<file path="config.mk">
export PLATFORM = sky130hd
export DESIGN_NAME = radix_digit_formatter_unit_flat
export DESIGN_NICKNAME = d
export VERILOG_FILES = /design/src/hdl/rdf_pkg.sv /design/src/hdl/rdf_if.sv /design/src/hdl/rdf_ram.sv /design/src/hdl/rdf_divider.sv /design/src/hdl/radix_digit_formatter_unit.sv /design/src/flat_wrapper.sv
export VERILOG_INCLUDE_DIRS = /design/src /design/src/hdl
export SDC_FILE = /design/constraint.sdc
export NUM_CORES = 1
export LEC_CHECK = 0
export ABC_AREA = 0
export BUFFER_PORTS_ARGS = -buffer_cell sky130_fd_sc_hd__buf_2
export CORE_ASPECT_RATIO = 1.25
export CORE_UTILIZATION = 30
export DETAILED_ROUTE_END_ITERATION = 6
export PLACE_DENSITY_LB_ADDON = 0.05
export SKIP_LAST_GASP = 1
export SLEW_MARGIN = 20
export SYNTH_ARGS = -nofsm -noshare
export SYNTH_HDL_FRONTEND = slang
export SYNTH_SLANG_ARGS = --single-unit
</file>
<file path="constraint.sdc">
create_clock -name i_clk -period 4.51 [get_ports i_clk]
set_clock_uncertainty 0.15 [all_clocks]
set_input_delay 0.2255 -clock i_clk [delete_from_list [all_inputs] [get_ports i_clk]]
set_output_delay 0.2255 -clock i_clk [all_outputs]
set_load 0.03 [all_outputs]
</file>
<file path="src/hdl/assert_macros.svh">
// assertion macros shared by the formatter rtl
// no dependencies; clock and reset names are fixed to i_clk and i_rst_n
`ifndef ASSERT_MACROS_SVH
`define ASSERT_MACROS_SVH

// property that must hold at every clock edge outside reset
`define RDF_ASSERT(lbl, prop, msg) \
    lbl: assert property (@(posedge i_clk) disable iff (!i_rst_n) (prop)) else $error(msg);

// antecedent in one cycle implies consequent in the next
`define RDF_ASSERT_NEXT(lbl, ante, cons, msg) \
    lbl: assert property (@(posedge i_clk) disable iff (!i_rst_n) (ante) |=> (cons)) \
        else $error(msg);

`endif

</file>
<file path="src/hdl/rdf_pkg.sv">
// shared constants, types and helper functions of the radix digit formatter
// no dependencies
package rdf_pkg;

    localparam int MAX_LEN = 64;
    localparam int ADDR_W  = $clog2(MAX_LEN);
    localparam int LEN_W   = 7;
    localparam int VAL_W   = 64;
    localparam int CNT_W   = $clog2(VAL_W);
    localparam int BASE_W  = 6;
    localparam int RADIX_W = 5;
    localparam int CHAR_W  = 8;
    localparam int MOD_W   = 3;

    localparam logic [BASE_W-1:0]  BASE_MIN  = 6'd2;
    localparam logic [BASE_W-1:0]  BASE_MAX  = 6'd26;
    localparam logic [LEN_W-1:0]   LEN_MIN   = 7'd2;
    localparam logic [LEN_W-1:0]   LEN_MAX   = 7'd64;
    localparam logic [LEN_W-1:0]   LEN_RESET = 7'd20;
    localparam logic [MOD_W-1:0]   GROUP_TOP = 3'd4;

    localparam logic [CHAR_W-1:0] CH_NUL   = 8'h00;
    localparam logic [CHAR_W-1:0] CH_SPACE = 8'h20;
    localparam logic [CHAR_W-1:0] CH_ZERO  = 8'h30;
    localparam logic [CHAR_W-1:0] CH_A     = 8'h41;

    typedef struct packed {
        logic                 start;
        logic [VAL_W-1:0]     dividend;
        logic [RADIX_W-1:0]   divisor;
    } t_div_ctl;

    typedef struct packed {
        logic                 done;
        logic [VAL_W-1:0]     quotient;
        logic [RADIX_W-1:0]   remainder;
    } t_div_res;

    // digit value to ascii, 0-9 then A-P
    function automatic logic [CHAR_W-1:0] digit_char(input logic [RADIX_W-1:0] d);
        logic [CHAR_W-1:0] c;
        if (d < 5'd10) begin
            c = CH_ZERO + {3'b000, d};
        end else begin
            c = CH_A + {3'b000, d} - 8'd10;
        end
        return c;
    endfunction

    // v mod 5 using 16 = 1 (mod 5)
    function automatic logic [MOD_W-1:0] mod5(input logic [LEN_W-1:0] v);
        logic [4:0] s;
        s = {2'b00, v[6:4]} + {1'b0, v[3:0]};
        priority if (s >= 5'd20) begin
            s = s - 5'd20;
        end else if (s >= 5'd15) begin
            s = s - 5'd15;
        end else if (s >= 5'd10) begin
            s = s - 5'd10;
        end else if (s >= 5'd5) begin
            s = s - 5'd5;
        end
        return s[MOD_W-1:0];
    endfunction

    // buffer length saturated into the supported range
    function automatic logic [LEN_W-1:0] clamp_len(input logic [LEN_W-1:0] v);
        logic [LEN_W-1:0] r;
        priority if (v < LEN_MIN) begin
            r = LEN_MIN;
        end else if (v > LEN_MAX) begin
            r = LEN_MAX;
        end else begin
            r = v;
        end
        return r;
    endfunction

endpackage

</file>
<file path="src/hdl/rdf_if.sv">
// valid/ready channels of the formatter: input word and result word
// depends on rdf_pkg for field widths
interface rdf_in_if;
    logic                         valid;
    logic                         ready;
    logic [rdf_pkg::VAL_W-1:0]    value;
    logic [rdf_pkg::BASE_W-1:0]   base;

    modport source (output valid, output value, output base, input ready);
    modport sink   (input valid, input value, input base, output ready);
endinterface

interface rdf_out_if;
    logic                         valid;
    logic                         ready;
    logic [rdf_pkg::CHAR_W-1:0]   char_code;
    logic [rdf_pkg::ADDR_W-1:0]   char_index;
    logic                         last;
    logic [rdf_pkg::LEN_W-1:0]    digit_count;
    logic                         bad_base;
    logic                         overflow;

    modport source (output valid, output char_code, output char_index, output last,
                    output digit_count, output bad_base, output overflow, input ready);
    modport sink   (input valid, input char_code, input char_index, input last,
                    input digit_count, input bad_base, input overflow, output ready);
endinterface

</file>
<file path="src/hdl/rdf_ram.sv">
// generic single write port ram with registered read
// no dependencies
module rdf_ram #(
    parameter int WIDTH = 8,
    parameter int DEPTH = 64
) (
    input  logic                     i_clk,
    input  logic                     i_we,
    input  logic [$clog2(DEPTH)-1:0] i_waddr,
    input  logic [WIDTH-1:0]         i_wdata,
    input  logic [$clog2(DEPTH)-1:0] i_raddr,
    output logic [WIDTH-1:0]         o_rdata
);

    logic [WIDTH-1:0] r_mem [DEPTH];
    logic [WIDTH-1:0] r_rdata;

    always_ff @(posedge i_clk) begin
        if (i_we) begin
            r_mem[i_waddr] <= i_wdata;
        end
        r_rdata <= r_mem[i_raddr];
    end

    assign o_rdata = r_rdata;

endmodule

</file>
<file path="src/hdl/rdf_divider.sv">
// bit-serial restoring divider: 64-bit dividend by a 5-bit radix
// depends on rdf_pkg and assert_macros.svh
`include "assert_macros.svh"

module rdf_divider (
    input  logic              i_clk,
    input  logic              i_rst_n,
    input  rdf_pkg::t_div_ctl i_ctl,
    output rdf_pkg::t_div_res o_res
);

    logic                          r_busy, n_busy;
    logic                          r_done, n_done;
    logic [rdf_pkg::CNT_W-1:0]     r_cnt, n_cnt;
    logic [rdf_pkg::VAL_W-1:0]     r_quo, n_quo;
    logic [rdf_pkg::RADIX_W-1:0]   r_rem, n_rem;
    logic [rdf_pkg::RADIX_W-1:0]   r_div, n_div;
    logic [rdf_pkg::RADIX_W:0]     trial;
    logic [rdf_pkg::RADIX_W:0]     diff;
    logic                          fits;

    // one quotient bit per cycle, msb first
    assign trial = {r_rem, r_quo[rdf_pkg::VAL_W-1]};
    assign diff  = trial - {1'b0, r_div};
    assign fits  = (trial >= {1'b0, r_div});

    always_comb begin
        n_busy = r_busy;
        n_done = 1'b0;
        n_cnt  = r_cnt;
        n_quo  = r_quo;
        n_rem  = r_rem;
        n_div  = r_div;
        if (i_ctl.start) begin
            n_busy = 1'b1;
            n_cnt  = '0;
            n_quo  = i_ctl.dividend;
            n_rem  = '0;
            n_div  = i_ctl.divisor;
        end else if (r_busy) begin
            n_quo = {r_quo[rdf_pkg::VAL_W-2:0], fits};
            n_rem = fits ? diff[rdf_pkg::RADIX_W-1:0] : trial[rdf_pkg::RADIX_W-1:0];
            n_cnt = r_cnt + 1'b1;
            if (r_cnt == rdf_pkg::CNT_W'(rdf_pkg::VAL_W - 1)) begin
                n_busy = 1'b0;
                n_done = 1'b1;
            end
        end
    end

    always_ff @(posedge i_clk) begin
        if (!i_rst_n) begin
            r_busy <= 1'b0;
            r_done <= 1'b0;
            r_cnt  <= '0;
        end else begin
            r_busy <= n_busy;
            r_done <= n_done;
            r_cnt  <= n_cnt;
        end
        r_quo <= n_quo;
        r_rem <= n_rem;
        r_div <= n_div;
    end

    assign o_res.done      = r_done;
    assign o_res.quotient  = r_quo;
    assign o_res.remainder = r_rem;

    `RDF_ASSERT_NEXT(a_div_start, i_ctl.start, r_busy && (r_cnt == '0),
                     "divider did not start")
    `RDF_ASSERT(a_div_done, r_done |-> !r_busy, "divider done while still busy")
    `RDF_ASSERT(a_div_rem, r_busy |-> (r_rem < r_div), "partial remainder not below divisor")

endmodule

</file>
<file path="src/hdl/radix_digit_formatter_unit.sv">
// top level of the radix digit formatter: sequencer, text store and output register
// depends on rdf_pkg, rdf_if, rdf_ram, rdf_divider and assert_macros.svh
// each significant digit costs a full divider run, each padded position a store write, and each character
// emitted a store read and an output register load (plus output stalls)
// throughput: one word at a time, input not ready until the last character is taken
// reset (synchronous, active low) returns to idle and sets buffer_length to 20
`include "assert_macros.svh"

module radix_digit_formatter_unit (
    input  logic                        i_clk,
    input  logic                        i_rst_n,
    input  logic                        i_cfg_we,
    input  logic [rdf_pkg::LEN_W-1:0]   i_cfg_data,
    rdf_in_if.sink                      i_word,
    rdf_out_if.source                   o_word
);

    // sequencer states
    localparam logic [2:0] S_IDLE = 3'd0;  // waiting for an input word
    localparam logic [2:0] S_SPC  = 3'd1;  // group space if due, kick divider
    localparam logic [2:0] S_DIV  = 3'd2;  // divider running
    localparam logic [2:0] S_DIG  = 3'd3;  // store one digit
    localparam logic [2:0] S_PAD  = 3'd4;  // fill left part with zeros and spaces
    localparam logic [2:0] S_RD   = 3'd5;  // read the store
    localparam logic [2:0] S_LD   = 3'd6;  // load output register
    localparam logic [2:0] S_OUT  = 3'd7;  // result word on the output

    logic [2:0]                    r_state, n_state;
    logic [rdf_pkg::LEN_W-1:0]     r_len, n_len;
    logic [rdf_pkg::ADDR_W-1:0]    r_last_idx, n_last_idx;
    logic [rdf_pkg::ADDR_W-1:0]    r_wpos, n_wpos;      // one past next text slot
    logic [rdf_pkg::MOD_W-1:0]     r_wmod, n_wmod;      // r_wpos mod 5
    logic [rdf_pkg::VAL_W-1:0]     r_work, n_work;
    logic [rdf_pkg::RADIX_W-1:0]   r_base, n_base;
    logic [rdf_pkg::LEN_W-1:0]     r_dcnt, n_dcnt;
    logic                          r_ovf, n_ovf;
    logic [rdf_pkg::ADDR_W-1:0]    r_idx, n_idx;
    logic [rdf_pkg::CHAR_W-1:0]    r_code, n_code;
    logic                          r_olast, n_olast;
    logic                          r_obad, n_obad;
    logic                          r_ovalid, n_ovalid;

    logic                          in_acc;
    logic                          base_ok;
    logic [rdf_pkg::LEN_W-1:0]     eff_len;
    logic [rdf_pkg::LEN_W-1:0]     len_m1;
    logic [rdf_pkg::MOD_W-1:0]     wmod_dec;
    logic                          ram_we;
    logic [rdf_pkg::ADDR_W-1:0]    ram_waddr;
    logic [rdf_pkg::CHAR_W-1:0]    ram_wdata;
    logic [rdf_pkg::CHAR_W-1:0]    ram_rdata;
    rdf_pkg::t_div_ctl             div_ctl;
    rdf_pkg::t_div_res             div_res;

    // text store, written right to left, read left to right
    rdf_ram #(
        .WIDTH (rdf_pkg::CHAR_W),
        .DEPTH (rdf_pkg::MAX_LEN)
    ) u_store (
        .i_clk   (i_clk),
        .i_we    (ram_we),
        .i_waddr (ram_waddr),
        .i_wdata (ram_wdata),
        .i_raddr (r_idx),
        .o_rdata (ram_rdata)
    );

    // shared divider, one digit per run
    rdf_divider u_div (
        .i_clk   (i_clk),
        .i_rst_n (i_rst_n),
        .i_ctl   (div_ctl),
        .o_res   (div_res)
    );

    assign i_word.ready = (r_state == S_IDLE);
    assign in_acc       = i_word.valid && (r_state == S_IDLE);
    assign base_ok      = (i_word.base >= rdf_pkg::BASE_MIN) &&
                          (i_word.base <= rdf_pkg::BASE_MAX);
    assign eff_len      = rdf_pkg::clamp_len(r_len);
    assign len_m1       = eff_len - 1'b1;
    assign wmod_dec     = (r_wmod == '0) ? rdf_pkg::GROUP_TOP : (r_wmod - 1'b1);
    assign ram_waddr    = r_wpos - 1'b1;

    always_comb begin
        n_state    = r_state;
        n_len      = r_len;
        n_last_idx = r_last_idx;
        n_wpos     = r_wpos;
        n_wmod     = r_wmod;
        n_work     = r_work;
        n_base     = r_base;
        n_dcnt     = r_dcnt;
        n_ovf      = r_ovf;
        n_idx      = r_idx;
        n_code     = r_code;
        n_olast    = r_olast;
        n_obad     = r_obad;
        n_ovalid   = r_ovalid;
        ram_we     = 1'b0;
        ram_wdata  = rdf_pkg::CH_SPACE;
        div_ctl.start    = 1'b0;
        div_ctl.dividend = r_work;
        div_ctl.divisor  = r_base;

        // config must only be written while idle; the block itself does not enforce this
        if (i_cfg_we) begin
            n_len = i_cfg_data;
        end

        unique case (r_state)
            S_IDLE: begin
                if (in_acc) begin
                    n_dcnt = '0;
                    n_ovf  = 1'b0;
                    n_idx  = '0;
                    if (!base_ok) begin
                        // single error word, nothing else
                        n_code   = rdf_pkg::CH_NUL;
                        n_olast  = 1'b1;
                        n_obad   = 1'b1;
                        n_ovalid = 1'b1;
                        n_state  = S_OUT;
                    end else begin
                        n_last_idx = len_m1[rdf_pkg::ADDR_W-1:0];
                        n_wpos     = len_m1[rdf_pkg::ADDR_W-1:0];
                        n_wmod     = rdf_pkg::mod5(len_m1);
                        n_work     = i_word.value;
                        n_base     = i_word.base[rdf_pkg::RADIX_W-1:0];
                        n_olast    = 1'b0;
                        n_obad     = 1'b0;
                        n_state    = S_SPC;
                    end
                end
            end
            S_SPC: begin
                // group separator lands before the next digit
                if ((r_wpos != '0) && (r_wmod == '0)) begin
                    ram_we = 1'b1;
                    n_wpos = r_wpos - 1'b1;
                    n_wmod = rdf_pkg::GROUP_TOP;
                end
                div_ctl.start = 1'b1;
                n_state       = S_DIV;
            end
            S_DIV: begin
                if (div_res.done) begin
                    n_state = S_DIG;
                end
            end
            S_DIG: begin
                n_dcnt = r_dcnt + 1'b1;
                n_work = div_res.quotient;
                if (r_wpos != '0) begin
                    ram_we    = 1'b1;
                    ram_wdata = rdf_pkg::digit_char(div_res.remainder);
                    n_wpos    = r_wpos - 1'b1;
                    n_wmod    = wmod_dec;
                end else begin
                    // no room left, most significant digits drop
                    n_ovf = 1'b1;
                end
                n_state = (div_res.quotient != '0) ? S_SPC : S_PAD;
            end
            S_PAD: begin
                if (r_wpos != '0) begin
                    ram_we    = 1'b1;
                    ram_wdata = (r_wmod == '0) ? rdf_pkg::CH_SPACE : rdf_pkg::CH_ZERO;
                    n_wpos    = r_wpos - 1'b1;
                    n_wmod    = wmod_dec;
                end else begin
                    n_state = S_RD;
                end
            end
            S_RD: begin
                n_state = S_LD;
            end
            S_LD: begin
                // final position is the terminator, never stored
                n_olast  = (r_idx == r_last_idx);
                n_code   = (r_idx == r_last_idx) ? rdf_pkg::CH_NUL : ram_rdata;
                n_ovalid = 1'b1;
                n_state  = S_OUT;
            end
            S_OUT: begin
                if (o_word.ready) begin
                    n_ovalid = 1'b0;
                    if (r_olast) begin
                        n_state = S_IDLE;
                    end else begin
                        n_idx   = r_idx + 1'b1;
                        n_state = S_RD;
                    end
                end
            end
            default: begin
                n_state = S_IDLE;
            end
        endcase
    end

    always_ff @(posedge i_clk) begin
        if (!i_rst_n) begin
            r_state  <= S_IDLE;
            r_len    <= rdf_pkg::LEN_RESET;
            r_wpos   <= '0;
            r_wmod   <= '0;
            r_work   <= '0;
            r_dcnt   <= '0;
            r_ovf    <= 1'b0;
            r_idx    <= '0;
            r_olast  <= 1'b0;
            r_obad   <= 1'b0;
            r_ovalid <= 1'b0;
        end else begin
            r_state  <= n_state;
            r_len    <= n_len;
            r_wpos   <= n_wpos;
            r_wmod   <= n_wmod;
            r_work   <= n_work;
            r_dcnt   <= n_dcnt;
            r_ovf    <= n_ovf;
            r_idx    <= n_idx;
            r_olast  <= n_olast;
            r_obad   <= n_obad;
            r_ovalid <= n_ovalid;
        end
        r_last_idx <= n_last_idx;
        r_base     <= n_base;
        r_code     <= n_code;
    end

    // output register drives the result word
    assign o_word.valid       = r_ovalid;
    assign o_word.char_code   = r_code;
    assign o_word.char_index  = r_idx;
    assign o_word.last        = r_olast;
    assign o_word.digit_count = r_olast ? r_dcnt : '0;
    assign o_word.bad_base    = r_obad;
    assign o_word.overflow    = r_olast && r_ovf;

    `RDF_ASSERT(a_out_excl, !(o_word.valid && i_word.ready), "result pending while input ready")
    `RDF_ASSERT(a_last_idx,
                (o_word.valid && o_word.last && !o_word.bad_base) |->
                (o_word.char_index == r_last_idx),
                "terminator not at final position")
    `RDF_ASSERT_NEXT(a_pad_step, (r_state == S_PAD) && (r_wpos != '0),
                     r_wpos == ($past(r_wpos) - 1'b1), "pad did not advance")

endmodule

</file>
<file path="src/flat_wrapper.sv">
// flat-port wrapper written by rule: the top's interface ports become plain ports
module radix_digit_formatter_unit_flat 
  (i_clk, i_rst_n, i_cfg_we, i_cfg_data, i_word_valid, i_word_value, i_word_base, i_word_ready, o_word_valid, o_word_char_code, o_word_char_index, o_word_last, o_word_digit_count, o_word_bad_base, o_word_overflow, o_word_ready);
  rdf_in_if i_word_i ();
  rdf_out_if o_word_i ();
  input  logic i_clk;
  input  logic i_rst_n;
  input  logic i_cfg_we;
  input  logic [rdf_pkg::LEN_W-1:0] i_cfg_data;
  input wire logic [$bits(i_word_i.valid)-1:0] i_word_valid;
  input wire logic [$bits(i_word_i.value)-1:0] i_word_value;
  input wire logic [$bits(i_word_i.base)-1:0] i_word_base;
  output wire logic [$bits(i_word_i.ready)-1:0] i_word_ready;
  output wire logic [$bits(o_word_i.valid)-1:0] o_word_valid;
  output wire logic [$bits(o_word_i.char_code)-1:0] o_word_char_code;
  output wire logic [$bits(o_word_i.char_index)-1:0] o_word_char_index;
  output wire logic [$bits(o_word_i.last)-1:0] o_word_last;
  output wire logic [$bits(o_word_i.digit_count)-1:0] o_word_digit_count;
  output wire logic [$bits(o_word_i.bad_base)-1:0] o_word_bad_base;
  output wire logic [$bits(o_word_i.overflow)-1:0] o_word_overflow;
  input wire logic [$bits(o_word_i.ready)-1:0] o_word_ready;
  assign i_word_i.valid = i_word_valid;
  assign i_word_i.value = i_word_value;
  assign i_word_i.base = i_word_base;
  assign i_word_ready = i_word_i.ready;
  assign o_word_valid = o_word_i.valid;
  assign o_word_char_code = o_word_i.char_code;
  assign o_word_char_index = o_word_i.char_index;
  assign o_word_last = o_word_i.last;
  assign o_word_digit_count = o_word_i.digit_count;
  assign o_word_bad_base = o_word_i.bad_base;
  assign o_word_overflow = o_word_i.overflow;
  assign o_word_i.ready = o_word_ready;
  radix_digit_formatter_unit u_core (.i_clk(i_clk), .i_rst_n(i_rst_n), .i_cfg_we(i_cfg_we), .i_cfg_data(i_cfg_data), .i_word(i_word_i), .o_word(o_word_i));
endmodule
</file>
==> flow_metrics.env <==
export IMPL_end_kind="flop"
export IMPL_cts_made_buffers=76
export IMPL_first_global_vias=17215
export IMPL_cts_path_max_buffers=3
export IMPL_yosys_register_bits=655
export IMPL_slew_headroom_pct=25.4
export IMPL_rsz0062_at_grt="false"
export IMPL_cpPeakStageDelay_ps=640
export IMPL_drv_cap=0
export IMPL_place_area_sq_mm=0.0296
export IMPL_grt_max_degree=69
export IMPL_first_iter_violations=1116
export IMPL_reg2regPathDepth=17
export IMPL_core_area_sq_mm=0.0902
export IMPL_ys_types=64
export IMPL_hold_viol=0
export IMPL_htree_levels=3
export IMPL_p_leak_uw=0.0109
export IMPL_fill_cells=8664
export IMPL_pwr_share_clk_pct=32.0
export IMPL_maxSlewViolCount=0
export IMPL_wirelength_um=78300
export IMPL_fmax_ghz=0.241
export IMPL_ys_warn_count=0
export IMPL_whs_path_depth=5
export IMPL_cp_max_fo=6
export IMPL_io_pins=108
export IMPL_grt_pass1_wl_um=116000
export IMPL_internal_power_uw=13100
export IMPL_dr_pass1_iters=7
export IMPL_area_growth_pct=20.8
export IMPL_fin_ws_ps=361
export IMPL_rrSetupSlack_ps=360
export IMPL_syn_inst=1886
export IMPL_timing_rr_end="u_core.r_wmod[0]"
export IMPL_cp_start_kind="flop"
export IMPL_crit_arrival_ps=4550
export IMPL_critPathKind="flop to flop"
export IMPL_finalCritPeriodShare_pct=92.0
export IMPL_p_per_area_mw_per_mm2=586
export IMPL_worstHoldStart="i_word_base[5]"
export IMPL_synth_edf_count=535
export IMPL_nets=2232
export IMPL_gp_congestion=0.794
export IMPL_initial_utilization_pct=30.4
export IMPL_viasPerCell=4.89
export IMPL_clk_pin_slew_ps=60
export IMPL_rows=123
export IMPL_swShare_pct=32.6
export IMPL_min_period_ps=4150
export IMPL_slowest_stage="fa_2"
export IMPL_post_place_ws_ps=-20.8
export IMPL_power_uw=19400
export IMPL_grt_total_usage_pct=17.0
export IMPL_peakVddDrop_uv=348
export IMPL_n_antenna_cell=0
export IMPL_finalSetupViolCount=0
export IMPL_worst_pin_slew_ps=1110
export IMPL_routedWlPerCell_um=23.3
export IMPL_cts_sinks=655
export IMPL_final_area_sq_mm=0.0331
export IMPL_whs_endpoint="u_core.o_word.valid"
export IMPL_drcViolationCount=0
export IMPL_clockRootBuffer="clkbuf_16"
export IMPL_overflow=0
export IMPL_drive_gt1_share_pct=21.0
export IMPL_clk_latency_ps=620
export IMPL_avgSynthCellArea_sq_um=14.5
export IMPL_cts_tree="done"
export IMPL_ant_nets=0
export IMPL_pwr_share_comb_pct=25.5
export IMPL_cp_required_ps=4920
export IMPL_hpwl_um=50100
export IMPL_final_common_cell="edfxtp_1"
export IMPL_synth_nets=1997
export IMPL_synth_seq_area_share_pct=67.5
export IMPL_final_cell_mix="edfxtp_1, nand2_1, nor2_1"
export IMPL_ys_flop_type="edfxtp_1"
export IMPL_tns_ps=0
export IMPL_p_seq_share_pct=42.4
export IMPL_vias=16458
export IMPL_syn_area_sq_mm=0.0274
export IMPL_r2r_start="u_core.r_len[2]"
export IMPL_io_buffers=106
export IMPL_p_switching_uw=6310
export IMPL_synthArstFlopShare_pct=0
export IMPL_hold_class="primary input to flop"
export IMPL_die_area_sq_mm=0.0925
export IMPL_cp_cell_sequence="nor4_4, nand2b_1, nand3b_1, ha_2, o21ai_0, nand2_1, ha_1, inv_1, fa_2, inv_1, ha_1, a22o_1, a21o_1, a22oi_2, o21ai_1, a311oi_1, o311a_1"
export IMPL_status="finished clean"
export IMPL_antenna_found_initial=0
export IMPL_die_h_um=340
export IMPL_die_w_um=272
==> layout make-up <==
type | count | area, sq um | area share [%]
multi-input cells | 1096 | 8450 | 25.6
flip-flops and latches | 655 | 18500 | 55.9
clock inverters | 31 | 290 | 0.878
inverters | 30 | 113 | 0.341
clock buffers | 106 | 2200 | 6.66
repair buffers | 262 | 2040 | 6.18
well taps | 1187 | 1490 | 4.49
==> cell usage after synthesis, drive strengths merged, types with 3 or more instances <==
master	number	area share, %
mux4	147	12
mux2i	15	0.55
a21boi	3	0.082
nand4	8	0.18
nor2b	13	0.30
o21a	3	0.082
mux2	3	0.12
a311oi	67	2.1
xor2	16	0.51
a211o	3	0.096
dfxtp	120	8.8
ha	27	1.2
and2	21	0.48
a31oi	3	0.069
inv	29	0.40
or2	5	0.11
and4	3	0.096
nand2b	14	0.32
edfxtp	535	59
a21o	5	0.14
a21oi	33	0.60
o21ai	35	0.64
xnor2	17	0.57
clkbuf	75	1.0
a211oi	7	0.19
nor4	20	0.46
nor2	197	2.7
nand3	13	0.24
nor3	11	0.20
nand2	371	5.1
or3	3	0.069
buf	30	0.66
o211ai	4	0.11
==> sequential cells by signal (all words and copies together), names as in the netlist, 7 cells and up <==
name / flops
u_core.o_word.char_code: 7
u_core.r_dcnt: 7
u_core.r_len: 7
u_core.r_work: 64
u_core.u_div.r_quo: 64
u_core.u_store.o_rdata: 7
u_core.u_store.r_mem: 448
==> stage by stage <==
step	hold slack (ps)	instances	util (%)
floorplan	174	1886	-
detailed placement	258	3136	32.8
finish	91.9	3367	36.7
CTS	42.6	3365	36.6
global placement	273	3136	32.8
global route	92.1	3367	36.7
==> worst max-delay path by stage <==
| stage | from | endpoint | slack, ps |
|---|---|---|---|
| CTS | u_core.r_len[2] | u_core.r_wmod[0] | 100 |
| detailed placement | u_core.r_len[2] | u_core.r_wmod[0] | -20 |
| global placement | u_core.r_len[2] | u_core.r_wmod[0] | 60 |
| floorplan | u_core.r_len[2] | u_core.r_wmod[0] | 550 |
| global route | u_core.r_len[2] | u_core.r_wmod[0] | 30 |
| finish | u_core.r_len[2] | u_core.r_wmod[0] | 360 |
==> power groups by stage <==
stage	clock, uW	sequential [uW]	combinational (uW)
after floorplan	0	8060	3300
after global routing	6630	8330	5480
after CTS	6410	8240	5050
after detailed placement	0	8360	4940
after global placement	0	8340	4930
final	6200	8210	4950
==> worst max-delay path: cells and delay by family (launching register included) <==
kind / cells / cell delay [ps]
AO/OA/AOI/OAI: 7 / 1350
adder cells (fa/ha/maj): 4 / 1330
AND/OR/NAND/NOR: 4 / 680
flip-flops: 1 / 380
buffers and inverters: 2 / 200
==> routing by layer <==
metal / global-route usage, % / wire (um)
met4: 5.11 / 1740
met2: 29.7 / 39800
met3: 2.21 / 2590
met5: 0 / 0
met1: 21.8 / 34200
==> what timing repair did <==
item | CTS | global route
setup endpoints to repair | 1 | 3
resized for setup | 2 | 6
buffers inserted | 0 | 2
pin swaps | 0 | 1
hold endpoints to repair | 89 | 0
hold buffers | 92 | 0
==> cells by family (layout without fill, tap and decap cells) <==
family,after synthesis,in the layout,synth area share [%]
buffers and inverters,135,429,2.10
multiplexers,165,165,12.8
flip-flops,655,655,67.5
other,1,1,0.0137
AND/OR/NAND/NOR,686,686,10.4
AO/OA/AOI/OAI,182,182,4.76
adder cells (fa/ha/maj),29,29,1.38
XOR/XNOR,33,33,1.08
(Power assumes the default switching activity.)
